===== config.mk =====
export PLATFORM = sky130hd
export DESIGN_NAME = lgs_row_calc
export DESIGN_NICKNAME = d
export VERILOG_FILES = /design/src/sv/lgs_pkg.sv /design/src/sv/lgs_row_calc.sv
export SDC_FILE = /design/constraint.sdc
export NUM_CORES = 1
export LEC_CHECK = 0
export BUFFER_PORTS_ARGS = -buffer_cell sky130_fd_sc_hd__buf_2
export CAP_MARGIN = 10
export CORE_MARGIN = 5
export CORE_UTILIZATION = 50
export DETAILED_ROUTE_END_ITERATION = 12
export PLACE_DENSITY = 0.82
export SYNTH_ARGS = -nofsm -noshare
export SYNTH_HDL_FRONTEND = slang
export SYNTH_SLANG_ARGS = --single-unit

===== constraint.sdc =====
create_clock -name vclk -period 4.66
set_clock_uncertainty 0.1 [all_clocks]
set_input_delay 0.699 -clock vclk [all_inputs]
set_output_delay 0.699 -clock vclk [all_outputs]
set_load 0.005 [all_outputs]

===== src/sv/lgs_pkg.sv =====
`timescale 1ns / 1ps

package lgs_pkg;

    localparam int GRID_COLS_DEF = 64;
    localparam int GRID_ROWS_DEF = 64;

    localparam int DIM_W     = 7;
    localparam int COUNT_W   = 13;
    localparam int CFG_IDX_W = 2;

    localparam logic [DIM_W-1:0]   DIM_RESET = 7'd64;
    localparam logic [COUNT_W-1:0] COUNT_MAX = 13'd8191;

    localparam logic [CFG_IDX_W-1:0] CFG_GRID_WIDTH  = 2'd0;
    localparam logic [CFG_IDX_W-1:0] CFG_GRID_HEIGHT = 2'd1;

    localparam logic [1:0] OP_WRITE = 2'd0;
    localparam logic [1:0] OP_READ  = 2'd1;
    localparam logic [1:0] OP_STEP  = 2'd2;

    localparam logic KIND_READ = 1'b0;
    localparam logic KIND_STEP = 1'b1;

    typedef struct packed {
        logic [1:0] op;
        logic [5:0] col;
        logic [5:0] row;
        logic       cell_value;
    } cmd_t;

    typedef struct packed {
        logic               kind;
        logic               cell_alive;
        logic [COUNT_W-1:0] changed_count;
    } result_t;

    typedef enum logic [1:0] {
        ST_IDLE,
        ST_CELL,
        ST_STEP,
        ST_DRAIN
    } state_t;

    typedef struct packed {
        logic pending;
        logic [COUNT_W-1:0] total;
    } acc_status_t;

endpackage


===== src/sv/lgs_row_calc.sv =====
`timescale 1ns / 1ps

module lgs_row_calc
    import lgs_pkg::*;
#(
    parameter int GRID_COLS = GRID_COLS_DEF
) (
    input  logic [GRID_COLS-1:0] prev_row,
    input  logic [GRID_COLS-1:0] cur_row,
    input  logic [GRID_COLS-1:0] next_row,
    input  logic [GRID_COLS-1:0] col_mask,
    output logic [GRID_COLS-1:0] new_row,
    output logic [GRID_COLS-1:0] flips
);

    logic [GRID_COLS+1:0] p_pad;
    logic [GRID_COLS+1:0] c_pad;
    logic [GRID_COLS+1:0] n_pad;

    assign p_pad = {1'b0, prev_row & col_mask, 1'b0};
    assign c_pad = {1'b0, cur_row & col_mask, 1'b0};
    assign n_pad = {1'b0, next_row & col_mask, 1'b0};

    always_comb
    begin
        logic [3:0] n;
        logic       rule;
        for (int j = 0; j < GRID_COLS; j++)
        begin
            n = 4'(p_pad[j]) + 4'(p_pad[j+1]) + 4'(p_pad[j+2])
              + 4'(c_pad[j]) + 4'(c_pad[j+2])
              + 4'(n_pad[j]) + 4'(n_pad[j+1]) + 4'(n_pad[j+2]);
            rule = (n == 4'd3) || (cur_row[j] && (n == 4'd2));
            new_row[j] = col_mask[j] ? rule : cur_row[j];
        end
    end

    assign flips = new_row ^ cur_row;

endmodule


==> flow_summary.toml <==
[flow_run]
maxCapViolCount = 0

[grt]
overflow = 0
track_usage = 0.307
grt_pass1_wl_um = 72200
grt_pass1_vias = 14800
grt_max_degree = 7
antenna_found_initial = 0

[sta]
fin_crit_sh = 1.11
layout_min_cycle_time_ps = 5160
clock.fmax_mhz = 194
slew_headroom = 0.733
rsz0062_at_grt = "yes"
setup_slack_ps = -501
worstMarginPinSlew_ps = 401
hold_viol_final = 0
tns_ps = -15280
setup_viol = 100
hold_ws_ps = 1540
drv_slew = 0

[synthesis]
synth_nets = 1866
ys_types = 22
syn_inst = 1170
yosys_warnings = 0
avgSynthCellArea_um2 = 10.7
syn_area_um2 = 12500
ys_seq_area_frac = 0

[power]
power_frac_comb = 1.000
power.leakage_nw = 10.3
switching_share = 0.474
switchingPower_mw = 2.24
peakVddDrop_v = 0.000187
p_seq_frac = 0
p_int_mw = 2.49
power_density_nw_per_um2 = 240
p_clk_frac = 0

[floorplanning]
die_h_um = 168
die_area_um2 = 28300
rows = 57
die_w_um = 168
coreArea_um2 = 24500
initial_core_util = 0.511
ios = 384

[drt]
routedWlPerCell_um = 24.9
routed-via-count = 14100
dr.pass1.iters = 8
drt-vias-per-instance = 6.29
drc = 0
drt_wl_total_um = 55800
ant_nets = 0
drt_iter0_markers = 1171

[finish]
post-route-util = 0.807
layout-drive-gt1-share = 0.592
nFillCells = 1201
multiInputGateArea_um2 = 13600
final_common_cell = "buf_4"
nNetsFinal = 2613
ff_latch_area_um2 = 0
fin_area_um2 = 19700
final_cell_mix = "350 x buf_4, 249 x fa_1, 237 x buf_2, 135 x buf_6, 126 x ha_1"
areaGrowthSynthToFinish_pct = 58.0
seq_cell_count = 0
clkbuf_count = 0

[placed_design]
postPlaceCellArea_um2 = 16700
port_buffers = 384
pre_cts_ws_ps = -358
gp_congestion = 0.946
hpwl_um = 34000

[outcome]
violations = "negative setup slack"
status = "finished with violations"

[clocking]
ctsHoldBuffers = 0

[critical_path]
start_kind = "input port"
cp_max_fo = 3
end_kind = "primary output"
crit_type = "in2out"
required_ps = 3860
cp.arrival_ps = 4360

[worst_hold_path]
hold_path_class = "in2out"
hold_depth = 3
## stage by stage
step / cells / power (mW)
finish: 2241 / 4.73
global route: 2239 / 5.03
CTS: 2181 / 3.92
detailed placement: 2124 / 3.38
global placement: 2124 / 3.14
floorplan: 1170 / 2.07
## path summary, 6_finish.rpt
path    startpoint          end  slack [ps]
max   col_mask[18]    flips[18]        -500
min   col_mask[22]  new_row[22]        1540
## routing by layer
metal	track usage	vias to the layer above	wire (um)
met4	0.118	0	4610
met3	0.0279	422	4610
met5	0	-	0
met1	0.344	6798	18100
met2	0.597	1169	28500
li1	-	5714	-
## critical path, cell delays in order
cell,delay [ps]
buf_8,100
and2_4,170
fa_1,530
fa_1,590
fa_1,480
ha_4,200
fa_1,520
and4b_1,260
a21oi_2,310
mux2_4,380
buf_6,130
## power groups by stage
stage                       clock (mW)  combinational (mW)  sequential (mW)
after detailed placement             0                3.38                0
final                     0.0000000575                4.73                0
after floorplan                      0                2.07                0
after CTS                            0                3.92                0
after global placement               0                3.14                0
after global routing                 0                5.03                0
## cells in the mapped netlist
master / count / area, um^2
inv_1: 25 / 93.8
fa_1: 252 / 5040
nor4bb_1: 2 / 20.0
nor2b_1: 2 / 12.5
and2_1: 182 / 1140
a21oi_2: 37 / 324
ha_1: 188 / 2350
and3b_1: 54 / 473
a22oi_1: 2 / 15.0
nor3b_1: 38 / 285
nand2b_1: 3 / 18.8
nor2_1: 29 / 109
nand3b_1: 2 / 15.0
and4b_1: 61 / 611
mux2_4: 15 / 225
a21oi_1: 131 / 656
nand3_1: 1 / 5.00
a22oi_2: 22 / 275
mux2i_1: 3 / 30.0
nand2_1: 76 / 285
nor4b_2: 1 / 15.0
mux2_2: 44 / 495
## area by class of cell
class                      count  area share
timing repair buffer         745       0.287
inverter                      25     0.00475
antenna                        2    0.000253
multi-input combinational   1145       0.687
tap                          324      0.0205
## timing repair
item                                    4_1_cts  5_1_grt
setup buffers                                61       64
gates resized for setup                     405      195
endpoints found under the setup margin      108      122
pin swaps                                   289      190
## cells by family after synthesis
group,after synthesis,share of synthesized area
compound gates,192,0.102
fa+ha+maj,440,0.592
buf+inv,25,0.00751
mux,62,0.0601
simple gates,451,0.239
Note: power is estimated with default switching activity, not from simulation.
