## config.mk

```make
export PLATFORM = sky130hd
export DESIGN_NAME = lgs_flip_acc
export DESIGN_NICKNAME = d
export VERILOG_FILES = /design/src/sv/lgs_pkg.sv /design/src/sv/lgs_flip_acc.sv
export SDC_FILE = /design/constraint.sdc
export NUM_CORES = 1
export LEC_CHECK = 0
export BUFFER_PORTS_ARGS = -buffer_cell sky130_fd_sc_hd__buf_2
export CORE_MARGIN = 2
export CORE_UTILIZATION = 50
export DETAILED_ROUTE_END_ITERATION = 8
export GPL_ROUTABILITY_DRIVEN = 0
export PLACE_DENSITY = 0.8
export SLEW_MARGIN = 20
export SYNTH_ARGS = -nofsm -noshare
export SYNTH_HDL_FRONTEND = slang
export SYNTH_SLANG_ARGS = --single-unit
```

## constraint.sdc

```tcl
create_clock -name clk -period 4 [get_ports clk]
set_input_delay 0.8 -clock clk [delete_from_list [all_inputs] [get_ports clk]]
set_output_delay 0.8 -clock clk [all_outputs]
set_load 0.05 [all_outputs]
```

## src/sv/lgs_pkg.sv

```systemverilog
`timescale 1ns / 1ps

package lgs_pkg;

    localparam int GRID_COLS_DEF = 64;
    localparam int GRID_ROWS_DEF = 64;

    localparam int DIM_W     = 7;
    localparam int COUNT_W   = 13;
    localparam int CFG_IDX_W = 2;

    localparam logic [DIM_W-1:0]   DIM_RESET = 7'd64;
    localparam logic [COUNT_W-1:0] COUNT_MAX = 13'd8191;

    localparam logic [CFG_IDX_W-1:0] CFG_GRID_WIDTH  = 2'd0;
    localparam logic [CFG_IDX_W-1:0] CFG_GRID_HEIGHT = 2'd1;

    localparam logic [1:0] OP_WRITE = 2'd0;
    localparam logic [1:0] OP_READ  = 2'd1;
    localparam logic [1:0] OP_STEP  = 2'd2;

    localparam logic KIND_READ = 1'b0;
    localparam logic KIND_STEP = 1'b1;

    typedef struct packed {
        logic [1:0] op;
        logic [5:0] col;
        logic [5:0] row;
        logic       cell_value;
    } cmd_t;

    typedef struct packed {
        logic               kind;
        logic               cell_alive;
        logic [COUNT_W-1:0] changed_count;
    } result_t;

    typedef enum logic [1:0] {
        ST_IDLE,
        ST_CELL,
        ST_STEP,
        ST_DRAIN
    } state_t;

    typedef struct packed {
        logic pending;
        logic [COUNT_W-1:0] total;
    } acc_status_t;

endpackage

```

## src/sv/lgs_flip_acc.sv

```systemverilog
`timescale 1ns / 1ps

module lgs_flip_acc
    import lgs_pkg::*;
#(
    parameter int GRID_COLS = GRID_COLS_DEF
) (
    input  logic                 clk,
    input  logic                 rst_n,
    input  logic                 clear,
    input  logic                 in_en,
    input  logic [GRID_COLS-1:0] in_flips,
    output acc_status_t          status
);

    localparam int GRP   = 16;
    localparam int NG    = (GRID_COLS + GRP - 1) / GRP;
    localparam int PW    = NG * GRP;
    localparam int GW    = $clog2(GRP + 1);
    localparam int SW    = $clog2(GRID_COLS + 1);

    logic [GRID_COLS-1:0] flip_reg;
    logic                 v1_reg;
    logic [GW-1:0]        grp_reg [NG];
    logic [GW-1:0]        grp_next [NG];
    logic                 v2_reg;
    logic [COUNT_W-1:0]   acc_reg;
    logic [COUNT_W-1:0]   acc_next;
    logic [PW-1:0]        flip_pad;
    logic [SW-1:0]        grp_sum;
    logic [COUNT_W:0]     sum_wide;

    assign flip_pad = PW'(flip_reg);

    always_comb
    begin
        for (int g = 0; g < NG; g++)
        begin
            grp_next[g] = '0;
            for (int b = 0; b < GRP; b++)
            begin
                grp_next[g] = grp_next[g] + GW'(flip_pad[g*GRP+b]);
            end
        end
    end

    always_comb
    begin
        grp_sum = '0;
        for (int g = 0; g < NG; g++)
        begin
            grp_sum = grp_sum + SW'(grp_reg[g]);
        end
        sum_wide = (COUNT_W+1)'(acc_reg) + (COUNT_W+1)'(grp_sum);
        acc_next = (sum_wide > (COUNT_W+1)'(COUNT_MAX)) ? COUNT_MAX : sum_wide[COUNT_W-1:0];
    end

    always_ff @(posedge clk)
    begin
        if (in_en)
        begin
            flip_reg <= in_flips;
        end
        if (v1_reg)
        begin
            grp_reg <= grp_next;
        end
    end

    always_ff @(posedge clk or negedge rst_n)
    begin
        if (!rst_n)
        begin
            v1_reg  <= 1'b0;
            v2_reg  <= 1'b0;
            acc_reg <= '0;
        end
        else if (clear)
        begin
            v1_reg  <= 1'b0;
            v2_reg  <= 1'b0;
            acc_reg <= '0;
        end
        else
        begin
            v1_reg <= in_en;
            v2_reg <= v1_reg;
            if (v2_reg)
            begin
                acc_reg <= acc_next;
            end
        end
    end

    assign status.pending = v1_reg | v2_reg;
    assign status.total   = acc_reg;

endmodule

```

==> metrics <==
Finished Cell Area approximately 0.0062 mm²; core area around 0.010 mm²; Period minus WS final around 3800 ps; status finished, final reports clean; global-route wire length before repair approximately 14,000 µm; Clock Path Buffers 2; Worst Path Required about 4200 ps; critical path class reg2reg; die area 0.0116 mm²; initial antenna violation count 0; period utilisation layout 0.956; final core occ 0.591; CTS root buf clkbuf_8; most frequent cells in the layout 103 x inv_1, 84 x edfxtp_1, 81 x buf_2, 54 x fa_1, 32 x ha_1; leakage 0.00284 µW; synthesized net count 544; final wirelength 7900 µm; Final ANT Viol Nets 0; CP peak stage delay around 570 ps; Worst-Margin Slew about 840 ps; Synth area leader edfxtp_1; Setup TNS 0 ps; chip width approximately 110 µm; Slew headroom 0.438; RR Endpoint acc_reg[12]$_DFFE_PN0P_; Area after DPL between 0.005 and 0.006 mm²; Final Hold Vio Count 0; synth top area cells edfxtp_1 47%, fa_1 20%, ha_1 7.4%, inv_1 7.2%, dfrtp_1 7.0%; Distinct cells, synth 32; Skew-Pair Late Insertion Delay about 360 ps; Initial Util 0.518; Hold/Removal Path Class in2async; Initial DRC Count 85; syn_area_per_cell between 10 and 15 µm²; clk slew on worst S/H paths roughly 90 ps; Cell Chain, Critical Path inv_1 -> fa_1 -> fa_1 -> fa_1 -> inv_1 -> ha_1 -> fa_1 -> a211oi_1 -> o21ai_2 -> o21a_1 -> nor4_2 -> nor3_1; slowest cell on the critical path fa_1; Port Buffer Count 81; CP max FO 11; Layout Skew 7.27 ps; power density over cell area about 820 mW/mm²; share of the synthesized area in the top cell type 0.467; sequential cell area fraction in the yosys report 0.537; ANT cells 0; Total Power around 5100 µW; Yosys warnings 0; grt total ovfl 0; Area growth syn-to-layout 14.0%; Post-DP HPWL 6300 µm; Mapped Cells 390; Slew Limit Fails 0; pin count of the biggest net entering global routing 39; placed insts 604; Die H 108 µm; register bit total from synthesis 99; IO Pins 82; Post-layout nets 633; Post-Syn Area around 0.0054 mm²; iteration count of the initial detailed-routing pass 4; Worst Setup Start Kind register; vias per cell 4.79; Critical Path AT between 4000 and 5000 ps; hold buffers post-CTS 0; clock sink total 99; Setup Viol. Count Final 0; number of H-tree levels 3; Total Routing Usage GR 0.158; # rows 37; Finished Layout Cells 620; max reg flops 64; cells on worst reg2reg path 12; routed vias between 2,000 and 3,000; DRC viols 0; vias in the first global route roughly 3,100; Reg2Reg Setup Slack between 150 and 200 ps; max_cap viols 0; f_max about 260 MHz; routed len/inst 12.7 µm; TritonCTS clock tree done; CP endpoint kind register; fraction of layout cells with a size suffix above 1 0.202; r2r startpoint grp_reg[1]$_DFFE_PP_; CTS buffer count 9; most common cell after layout, fill and taps aside inv_1; VDD IR max about 630 µV; CP dominant cell by count fa_1
[metal layers]
layer  up-vias  share of wire  GRT usage
li1       1447              -          -
met1      1446           0.41      0.195
met2        63           0.53      0.270
met3        11          0.038     0.0381
met4         0          0.018     0.0632
met5         -              0          0
[worst max-delay path, delay by kind of cell, from the launching register on]
family,cells,cell delay [ps]
flip-flops,1,340
AND/OR/NAND/NOR,2,370
AO/OA/AOI/OAI,3,730
adder cells (fa/ha/maj),5,2170
buffers and inverters,2,100
[report_power, final]
| group | leakage [µW] | internal, µW | total [µW] | switching (µW) |
|---|---|---|---|---|
| logic | 0.00173 | 1340 | 3000 | 1660 |
| registers | 0.00101 | 1370 | 1440 | 69.8 |
| clock network | 0.0000932 | 285 | 613 | 328 |
| total | 0.00284 | 3000 | 5060 | 2060 |
[cells in the mapped netlist, drive strengths merged]
cell type,count
nand2,6
edfxtp,84
inv,103
buf,1
a211oi,9
and3b,1
a41oi,1
a2111o,1
nor4,1
xnor2,11
or2,1
clkbuf,3
o21bai,1
o211ai,4
nand3,2
nor3,5
o22ai,1
dfrtp,15
o21a,5
o21ai,3
or4b,1
ha,32
a31oi,1
nor2b,7
a21o,6
nor2,16
fa,54
nand4,1
a21oi,12
xor2,2
[worst max-delay path by stage]
stage	slack, ps	to	startpoint
after floorplan	410	acc_reg[12]$_DFFE_PN0P_	grp_reg[1]$_DFFE_PP_
after global placement	320	acc_reg[12]$_DFFE_PN0P_	grp_reg[1]$_DFFE_PP_
after global routing	-1	acc_reg[12]$_DFFE_PN0P_	grp_reg[1]$_DFFE_PP_
final	180	acc_reg[12]$_DFFE_PN0P_	grp_reg[1]$_DFFE_PP_
after detailed placement	170	acc_reg[12]$_DFFE_PN0P_	grp_reg[1]$_DFFE_PP_
after CTS	150	acc_reg[12]$_DFFE_PN0P_	grp_reg[1]$_DFFE_PP_
[final cells by class]
type	count	area [µm²]
Multi-Input combinational cell	184	2100
Timing Repair Buffer	82	413
Clock buffer	10	128
Sequential cell	99	2900
Clock inverter	6	55.1
Tap cell	136	170
Inverter	103	387
Fill cell	851	4260
[kinds of logic after synthesis]
kind of cell	count (synthesis)	synth area share
adder cells (fa/ha/maj)	86	0.274
AND/OR/NAND/NOR	41	0.0369
AO/OA/AOI/OAI	44	0.0561
flip-flops	99	0.537
buffers and inverters	107	0.0746
XOR/XNOR	13	0.0211
[metrics by stage]
step / worst slack [ps] / hold WS, ps
after floorplan: 405 / 504
after global placement: 322 / 546
after detailed placement: 169 / 559
after CTS: 155 / 312
after global routing: -1.44 / 321
final: 178 / 324
[repair_timing]
item | CTS | global route
buffers inserted | 0 | 0
endpoints found under the setup margin | 0 | 1
resized for setup | 0 | 1
No activity file was read; power rests on OpenSTA's default activity.
